### src/hw/rtl/ycb_pkg.sv
package ycb_pkg;

  // defaults of the top level parameters
  localparam int MAX_WIDTH_DEF      = 4096;
  localparam int MAX_HEIGHT_DEF     = 4096;
  localparam int COEF_FRAC_BITS_DEF = 12;

  // field widths
  localparam int DIM_REG_W = 13;
  localparam int DIM_W     = 14;
  localparam int GAIN_W    = 14;
  localparam int COORD_W   = 13;
  localparam int CFG_IDX_W = 3;
  localparam int CFG_DAT_W = 14;
  localparam int IDX_W     = 24;

  // register indexes
  localparam logic [CFG_IDX_W-1:0] CFG_FRAME_WIDTH   = 3'd0;
  localparam logic [CFG_IDX_W-1:0] CFG_FRAME_HEIGHT  = 3'd1;
  localparam logic [CFG_IDX_W-1:0] CFG_LUMA_GAIN     = 3'd2;
  localparam logic [CFG_IDX_W-1:0] CFG_RED_CR_GAIN   = 3'd3;
  localparam logic [CFG_IDX_W-1:0] CFG_GREEN_CB_GAIN = 3'd4;
  localparam logic [CFG_IDX_W-1:0] CFG_GREEN_CR_GAIN = 3'd5;
  localparam logic [CFG_IDX_W-1:0] CFG_BLUE_CB_GAIN  = 3'd6;

  // register reset values
  localparam logic [DIM_REG_W-1:0] FRAME_WIDTH_RST   = 13'd640;
  localparam logic [DIM_REG_W-1:0] FRAME_HEIGHT_RST  = 13'd480;
  localparam logic [GAIN_W-1:0]    LUMA_GAIN_RST     = 14'd4769;
  localparam logic [GAIN_W-1:0]    RED_CR_GAIN_RST   = 14'd6537;
  localparam logic [GAIN_W-1:0]    GREEN_CB_GAIN_RST = 14'd1605;
  localparam logic [GAIN_W-1:0]    GREEN_CR_GAIN_RST = 14'd3330;
  localparam logic [GAIN_W-1:0]    BLUE_CB_GAIN_RST  = 14'd8263;

  // queue between front and back
  localparam int QUEUE_DEPTH = 4;
  localparam int QPTR_W      = 2;
  localparam int QCNT_W      = 3;

  // effective settings seen by front and back
  typedef struct packed {
    logic [DIM_W-1:0]     width;
    logic [DIM_REG_W-1:0] width_m1;
    logic [DIM_REG_W-1:0] height_m1;
    logic [GAIN_W-1:0]    luma_gain;
    logic [GAIN_W-1:0]    red_cr_gain;
    logic [GAIN_W-1:0]    green_cb_gain;
    logic [GAIN_W-1:0]    green_cr_gain;
    logic [GAIN_W-1:0]    blue_cb_gain;
  } cfg_t;

  // one classified pixel: luma, its chroma pair and its position
  typedef struct packed {
    logic [7:0]         luma;
    logic [15:0]        pair;
    logic [COORD_W-1:0] col;
    logic [COORD_W-1:0] row;
  } pix_t;

endpackage

### src/hw/rtl/ycb_queue.sv
module ycb_queue (
  input  logic                      clk,
  input  logic                      rst_n,
  input  logic                      push,
  input  ycb_pkg::pix_t             push_data,
  input  logic                      pop,
  output logic                      q_valid,
  output ycb_pkg::pix_t             q_data,
  output logic [ycb_pkg::QCNT_W-1:0] q_count
);

  ycb_pkg::pix_t                  mem_r [ycb_pkg::QUEUE_DEPTH];
  logic [ycb_pkg::QPTR_W-1:0]     wr_ptr_r, wr_ptr_nxt;
  logic [ycb_pkg::QPTR_W-1:0]     rd_ptr_r, rd_ptr_nxt;
  logic [ycb_pkg::QCNT_W-1:0]     count_r, count_nxt;

  assign q_valid = (count_r != '0);
  assign q_data  = mem_r[rd_ptr_r];
  assign q_count = count_r;

  always_comb begin
    wr_ptr_nxt = push ? wr_ptr_r + 1'b1 : wr_ptr_r;
    rd_ptr_nxt = pop ? rd_ptr_r + 1'b1 : rd_ptr_r;
    count_nxt  = count_r + ycb_pkg::QCNT_W'(push) - ycb_pkg::QCNT_W'(pop);
  end

  always_ff @(posedge clk) begin
    if (!rst_n) begin
      wr_ptr_r <= '0;
      rd_ptr_r <= '0;
      count_r  <= '0;
    end else begin
      wr_ptr_r <= wr_ptr_nxt;
      rd_ptr_r <= rd_ptr_nxt;
      count_r  <= count_nxt;
    end
  end

  // payload, no reset
  always_ff @(posedge clk) begin
    if (push) begin
      mem_r[wr_ptr_r] <= push_data;
    end
  end

endmodule

### config.mk
export PLATFORM = sky130hd
export DESIGN_NAME = ycb_queue
export DESIGN_NICKNAME = d
export VERILOG_FILES = /design/src/hw/rtl/ycb_pkg.sv /design/src/hw/rtl/ycb_queue.sv
export SDC_FILE = /design/constraint.sdc
export NUM_CORES = 1
export LEC_CHECK = 0
export BUFFER_PORTS_ARGS = -buffer_cell sky130_fd_sc_hd__buf_2
export CELL_PAD_IN_SITES_DETAIL_PLACEMENT = 1
export CELL_PAD_IN_SITES_GLOBAL_PLACEMENT = 1
export CORE_MARGIN = 2
export CORE_UTILIZATION = 40
export DETAILED_ROUTE_END_ITERATION = 12
export PLACE_DENSITY = 0.63
export SLEW_MARGIN = 5
export SYNTH_ARGS = -nofsm -noshare
export SYNTH_HDL_FRONTEND = slang
export SYNTH_SLANG_ARGS = --single-unit
### constraint.sdc
create_clock -name clk -period 4.5 [get_ports clk]
set_input_delay 0.45 -clock clk [delete_from_list [all_inputs] [get_ports clk]]
set_output_delay 0.45 -clock clk [all_outputs]
set_load 0.01 [all_outputs]
==> results by group <==
Power and ir drop
  – Areal power density over the cells: roughly 500 mW/mm^2
  – Internal portion of total power: around 3.7 mW
  – Proportion of power drawn by combinational gates: ~8.4%
  – Maximum vdd ir drop: approximately 0.25 mV
  – Power share of the clock group: a little over two fifths
  – Switching part of the total power: 20.9%
  – Leak pwr: 3.16 nW
  – Register share of total power: 49.7%
  – Switching power of the nets: 0.967 mW

Timing
  – Crit path time final: around 2900 ps
  – Relative max-transition margin: 25.0%
  – Transition at the pin with the smallest max-transition slack: approximately 1100 ps
  – Final number of setup-violating endpoints: 0
  – Clock tree skew after final layout: between 7 and 8 ps
  – Final period utilization: 63.9%
  – Final sum of negative setup slack: 0 ps
  – Final hold violations: 0
  – Peak clock frequency supported by timing: approximately 350 MHz
  – Min setup slack post-route: 1620 ps
  – Final number of max-transition violations: 0
  – Worst hold margin: 163 ps
  – Unrepaired setup endpoints after global routing: no

Logic synthesis
  – Net count after synthesis: between 300 and 400
  – Post-Syn Area per Cell: between 20 and 30 sq um
  – Sequential-to-total area share from yosys stat: approximately four fifths
  – Simple logic cell fraction of the synthesized area: less than 1%
  – Count of unique library cells instantiated by Yosys: 19
  – Synth Instances: 304
  – Combinational family with the most area after synthesis: multiplexers
  – Number of synthesized flops with an enable pin: 200
  – Cell with the most instances after synthesis: sky130_fd_sc_hd__edfxtp_1
  – Ranking of synthesized cells by area: sky130_fd_sc_hd__edfxtp_1, sky130_fd_sc_hd__mux4_2, sky130_fd_sc_hd__dfxtp_1
  – Total standard cell area after synthesis: about 0.0077 sq mm
  – Synthesized-area fraction occupied by xor and xnor cells: less than 1%
  – Biggest area consumer among synthesized cells: sky130_fd_sc_hd__edfxtp_1
  – Flip-flop and latch count after synthesis: between 200 and 250
  – Area share of the largest cell type after synthesis: 77.9%
  – Top cells by count, synth: sky130_fd_sc_hd__edfxtp_1, sky130_fd_sc_hd__mux4_2, sky130_fd_sc_hd__dfxtp_1
  – Ys Warns: 0
  – Ys async rst share: 0%
  – Share of synthesized cell area in full adder, half adder and majority cells: approximately 1.2%
  – Top flip-flop cell by instance count after synthesis: sky130_fd_sc_hd__edfxtp_1
  – Synthesized-area fraction occupied by ao, oa, aoi and oai cells: 0.195%
  – Multiplexer area fraction after synthesis: between 10 and 15%

Worst setup path
  – Longest individual stage delay on the worst path: a little over 900 ps
  – Cell type of the slowest stage on the worst timing path: sky130_fd_sc_hd__dfxtp_2
  – Worst reg2reg path depth: 3
  – Worst setup slack for register-to-register paths: 2320 ps
  – Critical path type: reg2out
  – Arr. time, crit path: around 2400 ps
  – Critical path cell sequence: buf_4 -> mux4_2 -> buf_2
  – Setup crit end kind: output pin
  – Startpoint Class: register
  – Worst endpoint required time: just over 4000 ps
  – Highest fanout seen on the critical path: 32

Global route
  – Maximum number of pins on one net before global-route repair: between 50 and 60
  – Number of antenna violations at the first check in global routing: 1
  – Via count of the first global-routing pass: around 3800
  – Total track usage: approximately 14%
  – First-pass GRT wire length: between 20000 and 25000 um
  – GR Overflow Total: 0

Floorplan
  – Die H: 143 um
  – Area of the core: ~0.019 sq mm
  – I/O pin count: approximately 110
  – Die span in x: 143 um
  – Initial cell density of the core: 40.9%
  – Std cell rows: 50
  – Total Die Area: about 0.020 sq mm

Drt
  – Routed wire length: between 10000 and 15000 um
  – Remaining routing DRC violations: 0
  – Vias: roughly 3500
  – DRC marker count from the first detailed-route iteration: 183
  – First-pass iteration count of the detailed router: 4
  – Number of vias per cell after detailed routing: roughly 4.9
  – Final routed wire length divided by cell count: roughly 20 um
  – Final antenna-violating net count: 0

Clock network
  – TritonCTS clock tree: done
  – Num CTS Buffers: 22
  – Buffer depth of the longest clock path: 3
  – Clock slew at reported path FFs: ~60 ps
  – Root Driver: sky130_fd_sc_hd__clkbuf_16
  – Count of hold-fix buffers inserted at cts: 0
  – Cts repair resizes: 0
  – Sinks on the clock net: 209
  – Clock latency on the worst-skew pair: 500 ps
  – Number of H-tree branching levels: 1
  – Number of buffers inserted by post-CTS setup repair: 0

Finish
  – Antenna Diode Count: 0
  – Final Util: 49.2%
  – Post-layout net count: just under 500
  – Layout overhead on the synthesized area: 20.2%
  – Share of layout cells above drive strength 1: a little under half
  – Design area: just over 0.009 sq mm

Outcome
  – Outcome: finished, final reports clean

Flow run
  – Maximum Capacitance Violations: 0

Place
  – Place WS: ~2100 ps
  – Final RePlAce weighted congestion: 0.659
  – Instance area after placement: between 0.008 and 0.009 sq mm
  – Post-DP HPWL: around 8500 um
  – Port Buffers: 107

Worst hold path
  – Path class of the lowest-slack min-delay path: in2reg
  – Hold Crit Depth: 1
[sequential cells by signal, indices dropped and copies added, names as in the netlist, named ones only]
| register | flops |
|---|---|
| wr_ptr_r | 2 |
| q_count | 3 |
| rd_ptr_r | 2 |
| mem_r | 200 |
[layer usage]
layer,global-route usage (%),share of wire [%]
met3,3.15,5.6
met1,18.6,41
met5,0,0.084
met2,24.7,52
met4,4.01,1.3
[through the flow]
step / power [mW] / std cells
after floorplan: 2.58 / 304
after global placement: 2.73 / 664
after detailed placement: 2.75 / 664
after CTS: 4.69 / 704
after global routing: 4.79 / 704
final: 4.62 / 704
[worst max-delay path, delay by kind of cell, from the launching register on]
family                 cells  cell delay (ps)
buffers and inverters      2              590
DFF                        1              930
muxes                      1              380
[cell families after synthesis]
logic type      count (synthesis)
xor+xnor                        3
simple gates                   13
fa+ha+maj                       7
compound gates                  2
flops                         209
mux                            51
buf+inv                        19
[path summary, 6_finish.rpt]
| kind | endpoint | startpoint |
|---|---|---|
| worst max-delay path | q_data[30] | register |
| worst min-delay path | mem_r[2][19] | push_data[19] |
| worst max register to register | mem_r[3][29] | wr_ptr_r[0] |
| worst min register to register | register | rd_ptr_r[0] |
[area by class of cell]
class                           count  area [sq um]
Tap cell                          260           325
Inverter                            7          26.3
Clock buffer                       28           593
Timing Repair Buffer              112           573
Fill cell                        1713          9560
Clock inverter                     12           196
Sequential cell                   209          6190
Multi-Input combinational cell     76          1360
[power by group through the flow]
stage,sequential (mW),clock [mW],combinational (mW)
2_1_floorplan,2.30,0,0.275
3_3_place_gp,2.34,0,0.390
3_5_place_dp,2.35,0,0.402
4_1_cts,2.31,1.98,0.404
5_1_grt,2.31,2.05,0.426
6_report,2.30,1.93,0.391
[cell usage in the layout (no fill, tap or decap), types with 4 or more instances in the layout]
| cell type | count |
|---|---|
| sky130_fd_sc_hd__dfxtp_1 | 7 |
| sky130_fd_sc_hd__clkbuf_1 | 4 |
| sky130_fd_sc_hd__ha_1 | 6 |
| sky130_fd_sc_hd__inv_1 | 7 |
| sky130_fd_sc_hd__and2_2 | 4 |
| sky130_fd_sc_hd__buf_2 | 107 |
| sky130_fd_sc_hd__clkbuf_16 | 22 |
| sky130_fd_sc_hd__mux4_2 | 50 |
| sky130_fd_sc_hd__bufinv_16 | 5 |
| sky130_fd_sc_hd__edfxtp_1 | 200 |
| sky130_fd_sc_hd__buf_4 | 5 |
| sky130_fd_sc_hd__nor2_1 | 5 |
No activity file was read; power rests on OpenSTA's default activity.
