**config.mk**
```make
export PLATFORM = sky130hd
export DESIGN_NAME = ycb_back_flat
export DESIGN_NICKNAME = d
export VERILOG_FILES = /design/src/hw/rtl/ycb_pkg.sv /design/src/hw/rtl/ycb_if.sv /design/src/hw/rtl/ycb_back.sv /design/src/flat_wrapper.sv
export SDC_FILE = /design/constraint.sdc
export NUM_CORES = 2
export LEC_CHECK = 0
export ABC_CLOCK_PERIOD_IN_PS = 17400
export BUFFER_PORTS_ARGS = -buffer_cell sky130_fd_sc_hd__buf_2
export CORE_MARGIN = 2
export CORE_UTILIZATION = 25
export CTS_CLUSTER_SIZE = 40
export DETAILED_ROUTE_END_ITERATION = 7
export GPL_ROUTABILITY_DRIVEN = 1
export HOLD_SLACK_MARGIN = 0.15
export PLACE_DENSITY = 0.45
export SYNTH_ARGS = -nofsm -noshare
export SYNTH_HDL_FRONTEND = slang
export SYNTH_SLANG_ARGS = --single-unit
```
**constraint.sdc**
```tcl
create_clock -name clk -period 17.4 [get_ports clk]
set_input_delay 1.74 -clock clk [delete_from_list [all_inputs] [get_ports clk]]
set_output_delay 1.74 -clock clk [all_outputs]
set_load 0.01 [all_outputs]
```
**src/hw/rtl/ycb_pkg.sv**
```systemverilog
package ycb_pkg;

  // defaults of the top level parameters
  localparam int MAX_WIDTH_DEF      = 4096;
  localparam int MAX_HEIGHT_DEF     = 4096;
  localparam int COEF_FRAC_BITS_DEF = 12;

  // field widths
  localparam int DIM_REG_W = 13;
  localparam int DIM_W     = 14;
  localparam int GAIN_W    = 14;
  localparam int COORD_W   = 13;
  localparam int CFG_IDX_W = 3;
  localparam int CFG_DAT_W = 14;
  localparam int IDX_W     = 24;

  // register indexes
  localparam logic [CFG_IDX_W-1:0] CFG_FRAME_WIDTH   = 3'd0;
  localparam logic [CFG_IDX_W-1:0] CFG_FRAME_HEIGHT  = 3'd1;
  localparam logic [CFG_IDX_W-1:0] CFG_LUMA_GAIN     = 3'd2;
  localparam logic [CFG_IDX_W-1:0] CFG_RED_CR_GAIN   = 3'd3;
  localparam logic [CFG_IDX_W-1:0] CFG_GREEN_CB_GAIN = 3'd4;
  localparam logic [CFG_IDX_W-1:0] CFG_GREEN_CR_GAIN = 3'd5;
  localparam logic [CFG_IDX_W-1:0] CFG_BLUE_CB_GAIN  = 3'd6;

  // register reset values
  localparam logic [DIM_REG_W-1:0] FRAME_WIDTH_RST   = 13'd640;
  localparam logic [DIM_REG_W-1:0] FRAME_HEIGHT_RST  = 13'd480;
  localparam logic [GAIN_W-1:0]    LUMA_GAIN_RST     = 14'd4769;
  localparam logic [GAIN_W-1:0]    RED_CR_GAIN_RST   = 14'd6537;
  localparam logic [GAIN_W-1:0]    GREEN_CB_GAIN_RST = 14'd1605;
  localparam logic [GAIN_W-1:0]    GREEN_CR_GAIN_RST = 14'd3330;
  localparam logic [GAIN_W-1:0]    BLUE_CB_GAIN_RST  = 14'd8263;

  // queue between front and back
  localparam int QUEUE_DEPTH = 4;
  localparam int QPTR_W      = 2;
  localparam int QCNT_W      = 3;

  // effective settings seen by front and back
  typedef struct packed {
    logic [DIM_W-1:0]     width;
    logic [DIM_REG_W-1:0] width_m1;
    logic [DIM_REG_W-1:0] height_m1;
    logic [GAIN_W-1:0]    luma_gain;
    logic [GAIN_W-1:0]    red_cr_gain;
    logic [GAIN_W-1:0]    green_cb_gain;
    logic [GAIN_W-1:0]    green_cr_gain;
    logic [GAIN_W-1:0]    blue_cb_gain;
  } cfg_t;

  // one classified pixel: luma, its chroma pair and its position
  typedef struct packed {
    logic [7:0]         luma;
    logic [15:0]        pair;
    logic [COORD_W-1:0] col;
    logic [COORD_W-1:0] row;
  } pix_t;

endpackage

```
**src/hw/rtl/ycb_if.sv**
```systemverilog


interface ycb_out_if;
  logic        valid;
  logic        ready;
  logic [7:0]  blue_out;
  logic [7:0]  green_out;
  logic [7:0]  red_out;
  logic [23:0] pixel_index;
  logic        frame_end;

  modport source(output valid, blue_out, green_out, red_out, pixel_index, frame_end,
                 input ready);
  modport sink(input valid, blue_out, green_out, red_out, pixel_index, frame_end,
               output ready);
endinterface

```
**src/hw/rtl/ycb_back.sv**
```systemverilog
module ycb_back #(
  parameter int COEF_FRAC_BITS = ycb_pkg::COEF_FRAC_BITS_DEF
) (
  input  logic          clk,
  input  logic          rst_n,
  input  ycb_pkg::cfg_t cfg,
  input  logic          q_valid,
  input  ycb_pkg::pix_t q_data,
  output logic          pop,
  ycb_out_if.source     out_ch
);

  localparam int ACC_W = 27;
  localparam logic signed [ACC_W-1:0] RND = ACC_W'(1) << (COEF_FRAC_BITS - 1);

  logic                         b1_valid_r;
  logic signed [23:0]           b1_py_r, b1_pbu_r, b1_pgu_r, b1_pgv_r, b1_prv_r;
  logic [ycb_pkg::IDX_W-1:0]    b1_idx_r;
  logic [ycb_pkg::COORD_W-1:0]  b1_col_r;
  logic                         b1_last_r;

  logic                         out_valid_r;
  logic [7:0]                   blue_r, green_r, red_r;
  logic [ycb_pkg::IDX_W-1:0]    index_r;
  logic                         last_r;

  logic                         out_adv;
  logic                         b1_adv;

  logic signed [8:0]            y_s, u_s, v_s;
  logic signed [14:0]           gl_s, gbu_s, ggu_s, ggv_s, grv_s;
  logic signed [23:0]           py, pbu, pgu, pgv, prv;
  logic [ycb_pkg::COORD_W-1:0]  rows_left;
  logic [26:0]                  idx_full;
  logic                         is_last;
  logic signed [ACC_W-1:0]      acc_b, acc_g, acc_r;

  function automatic logic signed [ACC_W-1:0] sx(input logic signed [23:0] p);
    sx = {{(ACC_W-24){p[23]}}, p};
  endfunction

  // half up rounding, then clamp to 0..255
  function automatic logic [7:0] round_clamp(input logic signed [ACC_W-1:0] acc);
    logic signed [ACC_W-1:0] s;
    logic signed [ACC_W-1:0] sh;
    s  = acc + RND;
    sh = s >>> COEF_FRAC_BITS;
    if (s < 0) begin
      round_clamp = 8'd0;
    end else if (sh > 27'sd255) begin
      round_clamp = 8'd255;
    end else begin
      round_clamp = sh[7:0];
    end
  endfunction

  assign out_adv = !out_valid_r || out_ch.ready;
  assign b1_adv  = !b1_valid_r || out_adv;
  assign pop     = q_valid && b1_adv;

  // stage one: offsets, products, row base of the index and the last flag
  always_comb begin
    y_s   = $signed({1'b0, q_data.luma}) - 9'sd16;
    u_s   = $signed({1'b0, q_data.pair[15:8]}) - 9'sd128;
    v_s   = $signed({1'b0, q_data.pair[7:0]}) - 9'sd128;
    gl_s  = $signed({1'b0, cfg.luma_gain});
    gbu_s = $signed({1'b0, cfg.blue_cb_gain});
    ggu_s = $signed({1'b0, cfg.green_cb_gain});
    ggv_s = $signed({1'b0, cfg.green_cr_gain});
    grv_s = $signed({1'b0, cfg.red_cr_gain});
    py    = y_s * gl_s;
    pbu   = u_s * gbu_s;
    pgu   = u_s * ggu_s;
    pgv   = v_s * ggv_s;
    prv   = v_s * grv_s;
    rows_left = cfg.height_m1 - q_data.row;
    idx_full  = rows_left * cfg.width;
    is_last   = (q_data.row == cfg.height_m1) && (q_data.col == cfg.width_m1);
  end

  // stage two: sums, rounding, index
  always_comb begin
    acc_b = sx(b1_py_r) + sx(b1_pbu_r);
    acc_g = sx(b1_py_r) - sx(b1_pgu_r) - sx(b1_pgv_r);
    acc_r = sx(b1_py_r) + sx(b1_prv_r);
  end

  always_ff @(posedge clk) begin
    if (!rst_n) begin
      b1_valid_r  <= 1'b0;
      out_valid_r <= 1'b0;
    end else begin
      if (b1_adv) begin
        b1_valid_r <= q_valid;
      end
      if (out_adv) begin
        out_valid_r <= b1_valid_r;
      end
    end
  end

  always_ff @(posedge clk) begin
    if (pop) begin
      b1_py_r   <= py;
      b1_pbu_r  <= pbu;
      b1_pgu_r  <= pgu;
      b1_pgv_r  <= pgv;
      b1_prv_r  <= prv;
      b1_idx_r  <= idx_full[ycb_pkg::IDX_W-1:0];
      b1_col_r  <= q_data.col;
      b1_last_r <= is_last;
    end
    if (out_adv && b1_valid_r) begin
      blue_r  <= round_clamp(acc_b);
      green_r <= round_clamp(acc_g);
      red_r   <= round_clamp(acc_r);
      index_r <= b1_idx_r + ycb_pkg::IDX_W'(b1_col_r);
      last_r  <= b1_last_r;
    end
  end

  assign out_ch.valid       = out_valid_r;
  assign out_ch.blue_out    = blue_r;
  assign out_ch.green_out   = green_r;
  assign out_ch.red_out     = red_r;
  assign out_ch.pixel_index = index_r;
  assign out_ch.frame_end   = last_r;

endmodule

```
**src/flat_wrapper.sv**
```systemverilog
// flat-port wrapper written by rule: the top's interface ports become plain ports
module ycb_back_flat 
#(
  parameter int COEF_FRAC_BITS = ycb_pkg::COEF_FRAC_BITS_DEF
)
  (clk, rst_n, cfg, q_valid, q_data, pop, out_ch_valid, out_ch_blue_out, out_ch_green_out, out_ch_red_out, out_ch_pixel_index, out_ch_frame_end, out_ch_ready);
  ycb_out_if out_ch_i ();
  input  logic clk;
  input  logic rst_n;
  input  ycb_pkg::cfg_t cfg;
  input  logic q_valid;
  input  ycb_pkg::pix_t q_data;
  output logic pop;
  output wire logic [$bits(out_ch_i.valid)-1:0] out_ch_valid;
  output wire logic [$bits(out_ch_i.blue_out)-1:0] out_ch_blue_out;
  output wire logic [$bits(out_ch_i.green_out)-1:0] out_ch_green_out;
  output wire logic [$bits(out_ch_i.red_out)-1:0] out_ch_red_out;
  output wire logic [$bits(out_ch_i.pixel_index)-1:0] out_ch_pixel_index;
  output wire logic [$bits(out_ch_i.frame_end)-1:0] out_ch_frame_end;
  input wire logic [$bits(out_ch_i.ready)-1:0] out_ch_ready;
  assign out_ch_valid = out_ch_i.valid;
  assign out_ch_blue_out = out_ch_i.blue_out;
  assign out_ch_green_out = out_ch_i.green_out;
  assign out_ch_red_out = out_ch_i.red_out;
  assign out_ch_pixel_index = out_ch_i.pixel_index;
  assign out_ch_frame_end = out_ch_i.frame_end;
  assign out_ch_i.ready = out_ch_ready;
  ycb_back #(.COEF_FRAC_BITS(COEF_FRAC_BITS)) u_core (.clk(clk), .rst_n(rst_n), .cfg(cfg), .q_valid(q_valid), .q_data(q_data), .pop(pop), .out_ch(out_ch_i));
endmodule
```
==> impl_metrics.yaml <==
status:
  outcome: "completed"
yosys:
  ys_types: 81
  ys_warn_count: 0
  synth.ff_latch_count: 209
  async_flop_share: 0
  netlist_instances: 3966
  synth_area_sq_mm: 0.0379
  synthesis.nets: 5237
  postSynthAreaPerCell_sq_um: 9.55
  synth_ff_type: "edfxtp_1"
  synth-edff-count: 207
  yosysSeqAreaShare: 0.165
worst_setup_path:
  worst-path-max-fanout: 12
  start_kind: "input pin"
  path_class: "input pin to flop"
  timing.rr.end: "u_core.out_ch.green_out[7]"
  crit_arrival_ns: 8.81
  reg2regPathDepth: 15
  cp-end-kind: "flop"
  max_stage_delay_ns: 0.84
  r2r-start: "u_core.b1_py_r[6]"
  r2r_slack_ns: 12.41
  cp.required_ns: 17.75
  crit_slowest_cell: "xnor2_1"
  cpMostUsedCell: "fa_1"
worst_hold_path:
  holdPathEnd: "u_core.out_ch.frame_end"
  min_path_type: "flop to flop"
  hold_start: "u_core.b1_last_r"
  min_path_cells: 0
routing:
  drc_errors: 0
  dr.pass1.iters: 5
  vias: 26534
  ant_nets: 0
  wirelength_mm: 97.3
  vias_per_cell: 4.33
  wire_per_inst_microns: 15.9
  drtIter0Drc: 1197
final_layout:
  fin_cells: 6124
  final_nets: 5356
  fillerInstances: 15980
  area_growth_pct: 11.0
  final_layout_size_suffix_gt1_frac: 0.0901
  mostFrequentLayoutCells: "762 x inv_1, 580 x fa_1, 527 x ha_1"
  final_common_cell: "inv_1"
clock_network:
  clk_pin_slew_worst_paths_ns: 0.06
  clock_latency_ns: 0.60
  cts_hold_buf: 0
  cts_tree: "built"
  cts_inserted_buffers: 29
  htree_levels: 1
  ctsResizeCount: 0
  cts_sinks: 209
  clk_path_buf_depth: 3
  cts_setup_buffers: 0
  clockRootBuffer: "clkbuf_16"
sta:
  max_clock_freq_mhz: 118
  fin_crit_ns: 8.45
  fin_hold_ws_ns: 0.426
  worst_slew_pin_slew_ns: 1.12
  rsz0062_at_grt: "false"
  setup_violations: 0
  fin_tns_setup_ns: 0
  hold_violations: 0
  setup_slack_ns: 8.95
  finClkSkew_ns: 0.0268
  slew_headroom: 0.249
  min_period_over_period: 0.486
  final_max_slew_viol_count: 0
global_route:
  grt_pass1_vias: 28454
  antenna_found_initial: 4
  grt_remaining_overflow: 0
  grt_max_degree: 65
  grt_usage: 0.128
  grt_pass1_wl_mm: 158
placed_design:
  place_hpwl_mm: 79.0
  placed_cells: 6070
  place_ws_ns: 8.24
  port_buffers: 214
  routabilityCongestion: 0.826
die:
  die_w_microns: 393
  rows: 142
  num_io_pins: 215
  die_area_sq_mm: 0.155
  initial_core_util: 0.252
  core_area_sq_mm: 0.150
  die_h_microns: 393
flow_run:
  drv_cap: 0
power:
  ir_drop_uv: 211
  p_leak_nw: 20.3
  power.total_w: 0.00896
  power_density_mw_per_mm2: 213
state kept, by name (all words and copies together), names as in the netlist, 8 cells and up:
name                       flops
u_core.b1_col_r               13
u_core.b1_idx_r               24
u_core.b1_pbu_r               24
u_core.b1_pgu_r               24
u_core.b1_pgv_r               24
u_core.b1_prv_r               24
u_core.b1_py_r                24
u_core.out_ch.blue_out         8
u_core.out_ch.green_out        8
u_core.out_ch.pixel_index     24
u_core.out_ch.red_out          8
cell usage after synthesis, types with 42 or more instances:
cell	n	area, sq um
clkbuf_1	133	499
o21ai_0	42	210
nor2b_1	67	419
nor3_1	48	240
xor2_1	52	455
inv_1	762	2860
nor2_1	96	360
edfxtp_1	207	6220
a21oi_1	135	676
or2_2	53	332
fa_1	580	11600
xnor2_1	136	1190
ha_1	527	6590
nand2_1	523	1960
and2_1	258	1610
layer usage:
layer	GRT usage	up-vias	wire (microns)
li1	-	12730	-
met1	0.163	13361	43200
met2	0.234	358	49700
met3	0.0134	83	2760
met4	0.0204	2	1600
met5	0	-	13
worst max path at each step:
stage | start | to | slack (ns) | depth (start not counted)
finish | cfg[70] | u_core.b1_idx_r[23] | 8.95 | 29
global route | cfg[70] | u_core.b1_idx_r[23] | 8.46 | 29
CTS | cfg[70] | u_core.b1_idx_r[23] | 8.89 | 29
detailed placement | cfg[70] | u_core.b1_idx_r[23] | 8.24 | 29
global placement | cfg[70] | u_core.b1_idx_r[23] | 8.42 | 29
floorplan | out_ch_ready | pop | 2.24 | 2
cell type report:
cell class              count  area [sq um]  area share
multi-input cells        2848         28200       0.671
flip-flops and latches    209          6260       0.149
inverters                 764          2870      0.0682
well taps                2016          2520      0.0600
repair buffers            233          1210      0.0289
clock buffers              31           733      0.0174
clock inverters            22           223     0.00530
diodes                      1          2.50   0.0000595
worst max-delay path, delay by kind of cell:
family / cells / cell delay [ns]
xor+xnor: 2 / 0.91
compound gates: 6 / 1.36
buf+inv: 6 / 0.34
fa+ha+maj: 8 / 3.34
simple gates: 7 / 1.10
logic make-up (layout without fill, tap and decap cells):
logic type | after synthesis | count (layout) | share of synthesized area
xor gates and xnor gates | 190 | 190 | 0.0443
AOI/OAI and AO/OA | 372 | 372 | 0.0660
and+or+nand+nor | 1176 | 1176 | 0.153
DFF | 209 | 209 | 0.165
buffers and inverters | 909 | 1050 | 0.0900
adders and majority gates | 1107 | 1107 | 0.480
other | 0 | 1 | 0
muxes | 3 | 3 | 0.000826
power breakdown:
part	total (W)	internal, W	switching (W)	leakage (nW)
clock	0.000609	0.000353	0.000257	0.468
combinational	0.00716	0.00307	0.00409	17.8
sequential	0.00119	0.00106	0.000133	2.03
total	0.00896	0.00448	0.00448	20.3
stage by stage:
step	utilization	cell area, sq um
detailed placement	0.274	41100
global route	0.280	42100
global placement	0.274	41100
CTS	0.280	42100
finish	0.280	42100
floorplan	-	37900
No activity file was read; power rests on OpenSTA's default activity.
